$ cat src/rtl/ascgm_pkg.sv
package ascgm_pkg;

	// Field and datapath widths
	localparam int TIME_W     = 32;
	localparam int COUNT_W    = 16;
	localparam int GAP_W      = 16;
	localparam int SPEED_W    = 16;
	localparam int GUST_W     = 14;
	localparam int CODE_W     = 8;
	localparam int CFG_IDX_W  = 2;
	localparam int CFG_DATA_W = 24;
	localparam int SCALE_W    = 15;
	localparam int NUM_W      = SCALE_W + COUNT_W;
	localparam int DEN_W      = 24;
	localparam int STEP_W     = 5;
	localparam int OUT_W      = 48;

	// Register indexes
	localparam logic [CFG_IDX_W-1:0] CFG_INTERVAL = 2'd0;
	localparam logic [CFG_IDX_W-1:0] CFG_KIND     = 2'd1;
	localparam logic [CFG_IDX_W-1:0] CFG_SLEEP    = 2'd2;
	localparam logic [CFG_IDX_W-1:0] CFG_DEBOUNCE = 2'd3;

	// Register reset values
	localparam logic [DEN_W-1:0] INTERVAL_RST = 24'd4000;
	localparam logic [7:0]       DEBOUNCE_RST = 8'd3;

	// Scale times eight for each sensor kind
	localparam logic [SCALE_W-1:0] SCALE8_KIND0 = 15'd19200;
	localparam logic [SCALE_W-1:0] SCALE8_KIND1 = 15'd28800;

	localparam logic [GAP_W-1:0]   NO_GAP      = 16'hFFFF;
	localparam logic [GUST_W-1:0]  GUST_MAX    = 14'd9600;
	localparam logic [SPEED_W-1:0] SPEED_MAX   = 16'hFFFF;
	localparam logic [STEP_W-1:0]  SPEED_STEPS = STEP_W'(NUM_W);
	localparam logic [STEP_W-1:0]  GUST_STEPS  = STEP_W'(SCALE_W);

	// Action codes
	localparam logic ACT_PULSE  = 1'b0;
	localparam logic ACT_REPORT = 1'b1;

	// Divider request and status
	typedef struct packed {
		logic              start;
		logic [STEP_W-1:0] steps;
	} div_req_t;

	typedef struct packed {
		logic busy;
		logic done;
	} div_stat_t;

	// Piecewise compression of a speed value into one byte
	function automatic logic [CODE_W-1:0] compress(input logic [SPEED_W-1:0] v);
		logic [SPEED_W-1:0] r;
		if (v <= 16'd400) begin
			r = v >> 2;
		end else if (v < 16'd1000) begin
			r = (v >> 3) + 16'd50;
		end else if (v < 16'd2280) begin
			r = (v >> 4) + 16'd113;
		end else begin
			r = 16'd255;
		end
		return r[CODE_W-1:0];
	endfunction

endpackage

$ cat src/rtl/ascgm_div.sv
module ascgm_div
	import ascgm_pkg::*;
(
	input  logic             clk,
	input  logic             arst_n,
	input  div_req_t         req,
	input  logic [NUM_W-1:0] num,
	input  logic [DEN_W-1:0] den,
	output div_stat_t        stat,
	output logic [NUM_W-1:0] quo
);

	logic              busy_q;
	logic              done_q;
	logic [STEP_W-1:0] cnt_q;
	logic [DEN_W-1:0]  rem_q;
	logic [DEN_W-1:0]  den_q;
	logic [NUM_W-1:0]  quo_q;
	logic [DEN_W:0]    trial;
	logic [DEN_W:0]    diff;
	logic              fits;

	// Shift in the next numerator bit and try the subtraction
	assign trial = {rem_q, quo_q[NUM_W-1]};
	assign fits  = trial >= {1'b0, den_q};
	assign diff  = trial - {1'b0, den_q};

	// Sequence the steps
	always_ff @(posedge clk or negedge arst_n) begin
		if (!arst_n) begin
			busy_q <= 1'b0;
			done_q <= 1'b0;
			cnt_q  <= '0;
		end else begin
			done_q <= 1'b0;
			if (busy_q) begin
				cnt_q <= cnt_q - 1'b1;
				if (cnt_q == STEP_W'(1)) begin
					busy_q <= 1'b0;
					done_q <= 1'b1;
				end
			end else if (req.start) begin
				busy_q <= 1'b1;
				cnt_q  <= req.steps;
			end
		end
	end

	// Restoring division, one quotient bit per cycle
	always_ff @(posedge clk) begin
		if (busy_q) begin
			rem_q <= fits ? diff[DEN_W-1:0] : trial[DEN_W-1:0];
			quo_q <= {quo_q[NUM_W-2:0], fits};
		end else if (req.start) begin
			rem_q <= '0;
			den_q <= den;
			quo_q <= num;
		end
	end

	assign stat.busy = busy_q;
	assign stat.done = done_q;
	assign quo       = quo_q;

`ifndef NO_ASSERTIONS
	a_busy_cnt: assert property (@(posedge clk) disable iff (!arst_n)
		busy_q |-> cnt_q != '0)
		else $error("divider busy with no steps left");
`endif

endmodule

$ cat src/rtl/anemometer_speed_gust_meter_core.sv
// Pulse beat: state updated at the edge after acceptance; ready again once back in idle.
// Report beat: after acceptance the sequencer passes through the multiply state, the divider
// start and the shared serial divider (31 steps for mean speed, then 15 for gust, which is
// skipped when no gap was seen); ready again in the cycle the result appears.
// One beat is in work at a time; a result still held for the sink stalls only the last step.
// Reset is asynchronous, active low: registers at defaults, count 0, no gap seen.
module anemometer_speed_gust_meter_core
	import ascgm_pkg::*;
(
	input  logic                  clk,
	input  logic                  arst_n,
	input  logic                  s_tvalid,
	output logic                  s_tready,
	input  logic [TIME_W-1:0]     s_tdata,  // time_ms[31:0]
	input  logic                  s_tuser,  // action
	output logic                  m_tvalid,
	input  logic                  m_tready,
	output logic [OUT_W-1:0]      m_tdata,  // speed_x8, gust_x8, speed_code, gust_code, pad
	input  logic                  cfg_we,
	input  logic [CFG_IDX_W-1:0]  cfg_index,
	input  logic [CFG_DATA_W-1:0] cfg_data
);

	localparam logic [2:0] ST_IDLE  = 3'd0;
	localparam logic [2:0] ST_PULSE = 3'd1;
	localparam logic [2:0] ST_MUL   = 3'd2;
	localparam logic [2:0] ST_SPD   = 3'd3;
	localparam logic [2:0] ST_WAITS = 3'd4;
	localparam logic [2:0] ST_WAITG = 3'd5;
	localparam logic [2:0] ST_FIN   = 3'd6;

	logic [2:0]         state_q;
	logic [DEN_W-1:0]   interval_q;
	logic               kind_q;
	logic               sleep_q;
	logic [7:0]         debounce_q;
	logic [TIME_W-1:0]  last_q;
	logic               seen_q;
	logic [COUNT_W-1:0] count_q;
	logic [GAP_W-1:0]   gap_min_q;
	logic [TIME_W-1:0]  time_q;
	logic [NUM_W-1:0]   prod_q;
	logic [SPEED_W-1:0] speed_q;
	logic [GUST_W-1:0]  gust_q;
	logic               out_valid_q;
	logic [OUT_W-1:0]   out_q;

	logic [SCALE_W-1:0] scale8;
	logic [TIME_W-1:0]  gap;
	logic               out_free;
	div_req_t           div_req;
	div_stat_t          div_stat;
	logic [NUM_W-1:0]   div_num;
	logic [DEN_W-1:0]   div_den;
	logic [NUM_W-1:0]   div_quo;

	assign scale8   = kind_q ? SCALE8_KIND1 : SCALE8_KIND0;
	assign gap      = time_q - last_q;
	assign out_free = !out_valid_q || m_tready;
	assign s_tready = state_q == ST_IDLE;

	// Configuration writes
	always_ff @(posedge clk or negedge arst_n) begin
		if (!arst_n) begin
			interval_q <= INTERVAL_RST;
			kind_q     <= 1'b0;
			sleep_q    <= 1'b0;
			debounce_q <= DEBOUNCE_RST;
		end else if (cfg_we) begin
			case (cfg_index)
				CFG_INTERVAL: interval_q <= cfg_data;
				CFG_KIND:     kind_q     <= cfg_data[0];
				CFG_SLEEP:    sleep_q    <= cfg_data[0];
				CFG_DEBOUNCE: debounce_q <= cfg_data[7:0];
				default: ;
			endcase
		end
	end

	// Drive the shared divider: mean speed first, then gust
	always_comb begin
		div_req.start = 1'b0;
		div_req.steps = SPEED_STEPS;
		div_num       = prod_q;
		div_den       = (interval_q == '0) ? DEN_W'(1) : interval_q;
		if (state_q == ST_SPD) begin
			div_req.start = 1'b1;
		end else if (state_q == ST_WAITS && div_stat.done && gap_min_q != NO_GAP) begin
			div_req.start = 1'b1;
			div_req.steps = GUST_STEPS;
			div_num       = {scale8, {COUNT_W{1'b0}}};
			div_den       = (gap_min_q == '0) ? DEN_W'(1) : {8'd0, gap_min_q};
		end
	end

	ascgm_div u_div (
		.clk    (clk),
		.arst_n (arst_n),
		.req    (div_req),
		.num    (div_num),
		.den    (div_den),
		.stat   (div_stat),
		.quo    (div_quo)
	);

	// Sequencer and meter state
	always_ff @(posedge clk or negedge arst_n) begin
		if (!arst_n) begin
			state_q   <= ST_IDLE;
			last_q    <= '0;
			seen_q    <= 1'b0;
			count_q   <= '0;
			gap_min_q <= NO_GAP;
		end else begin
			case (state_q)
				ST_IDLE: begin
					if (s_tvalid) begin
						state_q <= (s_tuser == ACT_REPORT) ? ST_MUL : ST_PULSE;
					end
				end
				ST_PULSE: begin
					// drop the pulse in deep sleep or inside the debounce window
					if (!sleep_q && gap >= {24'd0, debounce_q}) begin
						last_q <= time_q;
						if (seen_q && gap < {16'd0, gap_min_q}) begin
							gap_min_q <= gap[GAP_W-1:0];
						end
						seen_q  <= 1'b1;
						count_q <= count_q + 1'b1;
					end
					state_q <= ST_IDLE;
				end
				ST_MUL: state_q <= ST_SPD;
				ST_SPD: state_q <= ST_WAITS;
				ST_WAITS: begin
					if (div_stat.done) begin
						state_q <= (gap_min_q == NO_GAP) ? ST_FIN : ST_WAITG;
					end
				end
				ST_WAITG: begin
					if (div_stat.done) begin
						state_q <= ST_FIN;
					end
				end
				ST_FIN: begin
					if (out_free) begin
						count_q   <= '0;
						gap_min_q <= NO_GAP;
						state_q   <= ST_IDLE;
					end
				end
				default: state_q <= ST_IDLE;
			endcase
		end
	end

	// Datapath registers
	always_ff @(posedge clk) begin
		if (s_tvalid && s_tready) begin
			time_q <= s_tdata;
		end
		if (state_q == ST_MUL) begin
			prod_q <= {{COUNT_W{1'b0}}, scale8} * {{SCALE_W{1'b0}}, count_q};
		end
		if (state_q == ST_WAITS && div_stat.done) begin
			speed_q <= (|div_quo[NUM_W-1:SPEED_W]) ? SPEED_MAX : div_quo[SPEED_W-1:0];
			gust_q  <= '0;
		end
		if (state_q == ST_WAITG && div_stat.done) begin
			gust_q <= (div_quo[SCALE_W-1:0] > {1'b0, GUST_MAX}) ?
				GUST_MAX : div_quo[GUST_W-1:0];
		end
		if (state_q == ST_FIN && out_free) begin
			out_q <= {2'b00, compress({2'b00, gust_q}), compress(speed_q), gust_q, speed_q};
		end
	end

	// Hold the result until the sink takes it
	always_ff @(posedge clk or negedge arst_n) begin
		if (!arst_n) begin
			out_valid_q <= 1'b0;
		end else if (state_q == ST_FIN && out_free) begin
			out_valid_q <= 1'b1;
		end else if (m_tready) begin
			out_valid_q <= 1'b0;
		end
	end

	assign m_tvalid = out_valid_q;
	assign m_tdata  = out_q;

`ifndef NO_ASSERTIONS
	a_idle_quiet: assert property (@(posedge clk) disable iff (!arst_n)
		(state_q == ST_IDLE || state_q == ST_PULSE) |-> !div_stat.busy && !div_stat.done)
		else $error("divider active outside a report");

	a_fin_loads: assert property (@(posedge clk) disable iff (!arst_n)
		(state_q == ST_FIN && out_free) |=> m_tvalid && count_q == '0 && gap_min_q == NO_GAP)
		else $error("report did not load result and clear meter");

	a_start_free: assert property (@(posedge clk) disable iff (!arst_n)
		div_req.start |-> !div_stat.busy)
		else $error("divider started while busy");
`endif

endmodule
$ cat config.mk
export PLATFORM = sky130hd
export DESIGN_NAME = anemometer_speed_gust_meter_core
export DESIGN_NICKNAME = d
export VERILOG_FILES = /design/src/rtl/ascgm_pkg.sv /design/src/rtl/ascgm_div.sv /design/src/rtl/anemometer_speed_gust_meter_core.sv
export SDC_FILE = /design/constraint.sdc
export NUM_CORES = 1
export LEC_CHECK = 0
export ABC_AREA = 1
export ABC_CLOCK_PERIOD_IN_PS = 5650
export BUFFER_PORTS_ARGS = -buffer_cell sky130_fd_sc_hd__buf_2
export CAP_MARGIN = 20
export CORE_AREA = 3 3 203 205
export CTS_BUF_LIST = sky130_fd_sc_hd__clkbuf_8
export DETAILED_ROUTE_END_ITERATION = 10
export DIE_AREA = 0 0 206 208
export PLACE_DENSITY = 0.75
export RECOVER_POWER = 50
export SYNTH_ARGS = -nofsm -noshare
export SYNTH_HDL_FRONTEND = slang
export SYNTH_SLANG_ARGS = --single-unit
export TNS_END_PERCENT = 30
$ cat constraint.sdc
create_clock -name clk -period 5.65 [get_ports clk]
set_clock_uncertainty 0.2 [all_clocks]
set_input_delay 1.13 -clock clk [delete_from_list [all_inputs] [get_ports clk]]
set_output_delay 1.13 -clock clk [all_outputs]
set_load 0.05 [all_outputs]
# Yosys cells after proc, flatten, opt, wreduce, memory -nomap -nowiden
# Cells that the tools add are included.
[word_totals]
regBits = 328
rom_bits = 0
ram_bits = 0
memories = 0
latch_bits = 0
elab_cells = 134
[classes]
reduce_logical = 28
bitwise_logic = 1
n_addsub = 8
muxes = 47
div = 0
multipliers = 1
shift = 0
n_eq_ne = 18
magnitude_cmp = 10
[ops]
columns = ["cell", "count"]
rows = [
  ["$mux 24", 6],
  ["$mux 31", 4],
  ["$mux 16", 6],
  ["$pmux 16 s2", 2],
  ["$mux 14", 4],
  ["$mux 8", 6],
  ["$ge 32x8->1", 1],
  ["$lt 32x16->1", 1],
  ["$sub 32x32->32", 1],
  ["$mul 15x16->31", 1],
  ["$ge 25x24->1", 1],
  ["$logic_not 24->1", 1],
  ["$sub 24x24->24", 1],
  ["$pmux 3 s6", 1],
  ["$add 16x1->16 const B", 1],
  ["$add 8x6->8 const B", 2],
  ["$add 8x7->8 const B", 2],
  ["$eq 16x16->1 const B", 1],
  ["$le 16x9->1 const B", 1],
  ["$logic_not 16->1", 1],
  ["$lt 16x10->1 const B", 1],
  ["$lt 16x12->1 const B", 1],
  ["$ne 16x16->1 const B", 1],
  ["$gt 15x14->1 const B", 1],
  ["other kinds (28)", 65],
]

# Depth between registers and ports, before layout
[logic_depth]
word_depth = 7
depth_mapped = 31

# Hierarchy
# From an unflattened synthesis, not the netlist that was laid out.
[unflattened]
hier_cells = 2828
area_unflattened_um2 = 22816.9
[modules_own_cells]
columns = ["mod", "cells_per_inst", "seq_area_each_um2", "instances", "area_per_inst_um2"]
rows = [
  ["anemometer_speed_gust_meter_core", 2126, 6571.3, 1, 17372.9],
  ["ascgm_div", 702, 2547.4, 1, 5444.0],
]

# Worst setup path before layout
# Ideal clock, no wire load.
[synth_path]
path_type = "flip-flop to flip-flop"
startpoint = "register kind_q"
endpoint = "register prod_q[27] (data pin)"
path_buffers = 3
setup_ns = 0.252
synth_period_minus_slack_ns = 6.137
setup_slack_ns = -0.487
t_required_ns = 5.198
stages_incl_launch_ff = 29
t_arrival_ns = 5.684
path_cell_list = "dfrtp_1 > clkbuf_1 > clkbuf_1 > buf_1 > nor2_1 > ha_1 > inv_1 > fa_1 > inv_1 > fa_1 > inv_1 > fa_1 > inv_1 > ha_1 > ha_1 > inv_1 > fa_1 > o21ai_0 > nand2_1 > nand2_1 > a21oi_1 > o21ai_0 > nand2_1 > nand2_1 > a21oi_1 > o21ai_0 > nand2_1 > nand3_1 > nand2_1"
[synth_between]
elab_chain_cells = 2
[synth_lines]
columns = ["element", "line", "rtl"]
rows = [
  ["start: declaration", "anemometer_speed_gust_meter_core.sv:34", "logic kind_q;"],
  ["start signal: assignment", "anemometer_speed_gust_meter_core.sv:72", "CFG_KIND: kind_q <= cfg_data[0];"],
  ["$mux 14", "anemometer_speed_gust_meter_core.sv:57", "assign scale8 = kind_q ? SCALE8_KIND1 : SCALE8_KIND0;"],
  ["$mul 15x16->31", "anemometer_speed_gust_meter_core.sv:163", "prod_q <= {{COUNT_W{1'b0}}, scale8} * {{SCALE_W{1'b0}}, count_q};"],
  ["end signal: assignment", "anemometer_speed_gust_meter_core.sv:163", ""],
  ["end: declaration", "anemometer_speed_gust_meter_core.sv:42", "logic [NUM_W-1:0] prod_q;"],
]
# Every way passes these cells.
# A chain may end at the register's enable or synchronous reset.

# Final worst setup path
[layout_path]
startpoint = "register kind_q"
endpoint = "register prod_q[30] (data pin)"
# Same word-level chain as after synthesis.

==> flow_metrics.tcl <==
set metrics [dict create \
    status "finished with violations" \
    violations "capacitance limit, slew limit" \
    combPwrFrac_pct 54.9 \
    tightest_slew_ns 2.88 \
    core-area_um2 39600 \
    clk_pin_slew_worst_paths_ns 0.06 \
    drt_iter0_markers 939 \
    synth_common_cells "nand2_1 (595), inv_1 (460), edfxtp_1 (211)" \
    drive_above_1_share_pct 11.6 \
    critPathArrivalTime_ns 5.60 \
    finalCritPeriodShare_pct 95.8 \
    seq_power_share_pct 29.8 \
    worstSkewPairLatency_ns 0.64 \
    use_met1_pct 28.6 \
    final_cells 3254 \
    synthFlopType "edfxtp_1" \
    peakVddDrop_mv 0.312 \
    grt_pass1_wl_um 77800 \
    grt_overflow 0 \
    ys_warn_count 0 \
    nNetsFinal 2999 \
    relSlewSlack_pct -92.8 \
    drv_cap 2 \
    p_sw_mw 5.56 \
    crit_slowest_cell "fa_1" \
    clock_sinks 321 \
    dieArea_um2 42800 \
    vias_per_cell 5.19 \
    r2r_end "prod_q[30]" \
    dr.pass1.iters 5 \
    p_leak_nw 11.9 \
    crit_type "reg2reg" \
    hold_class "reg2reg" \
    final.setup.worst_slack_ns 0.239 \
    grt_max_degree 76 \
    cp_max_fo 26 \
    grt_pass1_vias 16787 \
    clockRootBuffer "clkbuf_8" \
    ant_nets 0 \
    dp_worst_setup_slack_ns -0.0581 \
    crit_required_ns 5.84 \
    clock_path_buffers 3 \
    cellPowerDensity_nw_per_um2 522 \
    use_met2_pct 37.1 \
    cts_tree "yes" \
    path_common_cell "inv_1" \
    netlist_area_um2 21600 \
    critPathLaunchType "register" \
    r2r_cells 20 \
    cpPeakStageDelay_ns 0.54 \
    pwr-share-clk_pct 15.3 \
    fp.dieW_um 206 \
    worstHoldEndpoint "m_tdata[12]" \
    hold_slack_ns 0.249 \
    met3_usage_pct 3.32 \
    place_inst 3155 \
    syn2layout_area_growth_pct 11.2 \
    crit_path_end_kind "register" \
    hold_path.startpoint "speed_q[12]" \
    busiest_layer "met2" \
    io_buffer_count 111 \
    rr_startpoint "kind_q" \
    io_pins 114 \
    slew_violations 70 \
    holdPathStages 0 \
    routed_wl_um 46900 \
    internal_power_mw 6.98 \
    die_y_um 208 \
    yosysUniqueCellTypes 55 \
    synth-edff-count 211 \
    grtUsageTotal_pct 21.9 \
    yosysTopAreaCellShare_pct 29.3 \
    initial_core_util_pct 54.5 \
    synthArstFlopShare_pct 34.3 \
    place_congestion 0.903 \
    synth_area_leaders "edfxtp_1 (29%), ha_1 (11%), nand2_1 (10%), dfrtp_1 (10%), inv_1 (8.0%)" \
    switching_share_pct 44.3 \
    cts-buffers-inserted 52 \
    antenna_found_initial 4 \
    cp_cell_sequence "buf_12 > buf_4 > nand2_1 > inv_1 > fa_1 > inv_1 > fa_1 > inv_1 > fa_1 > inv_1 > fa_1 > inv_1 > ha_1 > ha_1 > ha_1 > a21oi_1 > o21ai_0 > a21oi_1 > nand3_1 > xor2_1" \
    fmax_mhz 185 \
    finalHoldViolations 0 \
    synthCells 2525 \
    synth_top_cell_by_area "edfxtp_1" \
    h-tree-depth 2 \
    r2r_setup_slack_ns 0.24 \
    nFillCells 3426 \
    hpwl_um 36400 \
    row_count 73 \
    setup_viol 0 \
    ys_seq_elements 321 \
    synth_area_per_cell_um2 8.56 \
    drcViolationCount 0 \
    vias 16880 \
    yosysSeqAreaShare_pct 42.2 \
    fin_crit_ns 5.41 \
    synthMostInstantiatedCell "nand2_1" \
    avgRoutedWirePerCell_um 14.4 \
    utilization_pct 60.7 \
]
## placed cells by master, fill, tap and decap left out, types with 9 or more instances in the layout
| master | n |
|---|---|
| xor2_1 | 54 |
| a21oi_1 | 113 |
| ha_1 | 175 |
| dfrtp_1 | 84 |
| inv_1 | 475 |
| clkbuf_8 | 53 |
| dfstp_2 | 23 |
| buf_2 | 101 |
| clkbuf_1 | 19 |
| o211ai_1 | 9 |
| nand3_1 | 108 |
| nand2_2 | 26 |
| nor4_1 | 19 |
| clkinv_1 | 9 |
| xnor2_1 | 23 |
| o21ai_1 | 34 |
| fa_1 | 64 |
| edfxtp_1 | 211 |
| buf_4 | 23 |
| or2_2 | 9 |
| nand4_1 | 22 |
| o21ai_0 | 144 |
| nor3_1 | 26 |
| conb_1 | 17 |
| nand2_1 | 593 |
| nor2_1 | 168 |
## kinds of logic after synthesis
logic type / after synthesis / synth area share, %
adder cells (fa/ha/maj): 247 / 16.6
buffers and inverters: 519 / 9.29
AND/OR/NAND/NOR: 998 / 19.6
other: 2 / 0.0347
XOR/XNOR: 79 / 3.20
multiplexers: 8 / 0.417
flip-flops: 321 / 42.2
AO/OA/AOI/OAI: 351 / 8.75
## routing by layer
layer,vias to the layer above,routed length (µm),share of wire [%]
met5,-,34,0.072
met4,4,1310,2.8
met3,105,2530,5.4
met2,407,22500,48
met1,7885,20600,44
li1,8479,-,-
## layout make-up
class	instances	area [µm²]	share of cell area (%)
clock buffer	53	729	3.03
multi-input combinational	1700	10700	44.6
inverter	467	1750	7.29
sequential	321	9120	37.9
clock inverter	39	249	1.04
timing repair buffer	146	810	3.37
antenna	3	7.51	0.0312
tap	525	657	2.73
## repair_timing
item | 4_1_cts | 5_1_grt
gates resized for setup | 2 | 34
hold buffers | 0 | 0
pin swaps | 0 | 6
setup buffers | 0 | 2
setup endpoints to repair | 3 | 8
## power by group through the flow
| stage | clock [mW] | combinational, mW | sequential [mW] |
|---|---|---|---|
| after CTS | 1.97 | 6.47 | 3.73 |
| after floorplan | 0 | 4.80 | 3.71 |
| final | 1.92 | 6.89 | 3.73 |
| after global placement | 0 | 6.18 | 3.74 |
| after detailed placement | 0 | 6.41 | 3.77 |
| after global routing | 2.09 | 7.90 | 3.80 |
## registers in the layout, indices dropped and copies added (netlist names), 3 cells and up
register,count
m_tdata,46
last_q,32
time_q,32
u_div.quo,31
interval_q,24
prod_q,24
u_div.den_q,24
u_div.rem_q,24
count_q,16
gap_min_q,16
speed_q,16
gust_q,14
debounce_q,8
u_div.cnt_q,5
state_q,3
## per-stage QoR
step	instance area, µm²	TNS (ns)	total power, mW
after floorplan	21700	-0.0206	8.51
after global placement	22900	0	9.92
after detailed placement	22900	-0.120	10.2
after CTS	23900	0	12.2
after global routing	24000	-0.00678	13.8
final	24000	0	12.5
## worst max-delay path: cells and delay by family (launching register included)
| kind | cells | cell delay, ns |
|---|---|---|
| adders and majority gates | 7 | 2.90 |
| xor gates and xnor gates | 1 | 0.15 |
| and+or+nand+nor | 2 | 0.24 |
| buffers and inverters | 7 | 0.63 |
| AOI/OAI and AO/OA | 3 | 0.58 |
| DFF | 1 | 0.45 |
## how the worst max path moves through the flow
stage | to | cells after the start | slack (ns) | from
finish | prod_q[30] | 20 | 0.24 | kind_q
global route | prod_q[27] | 25 | -0.006 | kind_q
CTS | prod_q[27] | 28 | 0.02 | count_q[1]
detailed placement | prod_q[27] | 26 | -0.06 | kind_q
global placement | prod_q[26] | 22 | 0.09 | kind_q
floorplan | prod_q[27] | 28 | -0.02 | kind_q
(Power assumes the default switching activity.)
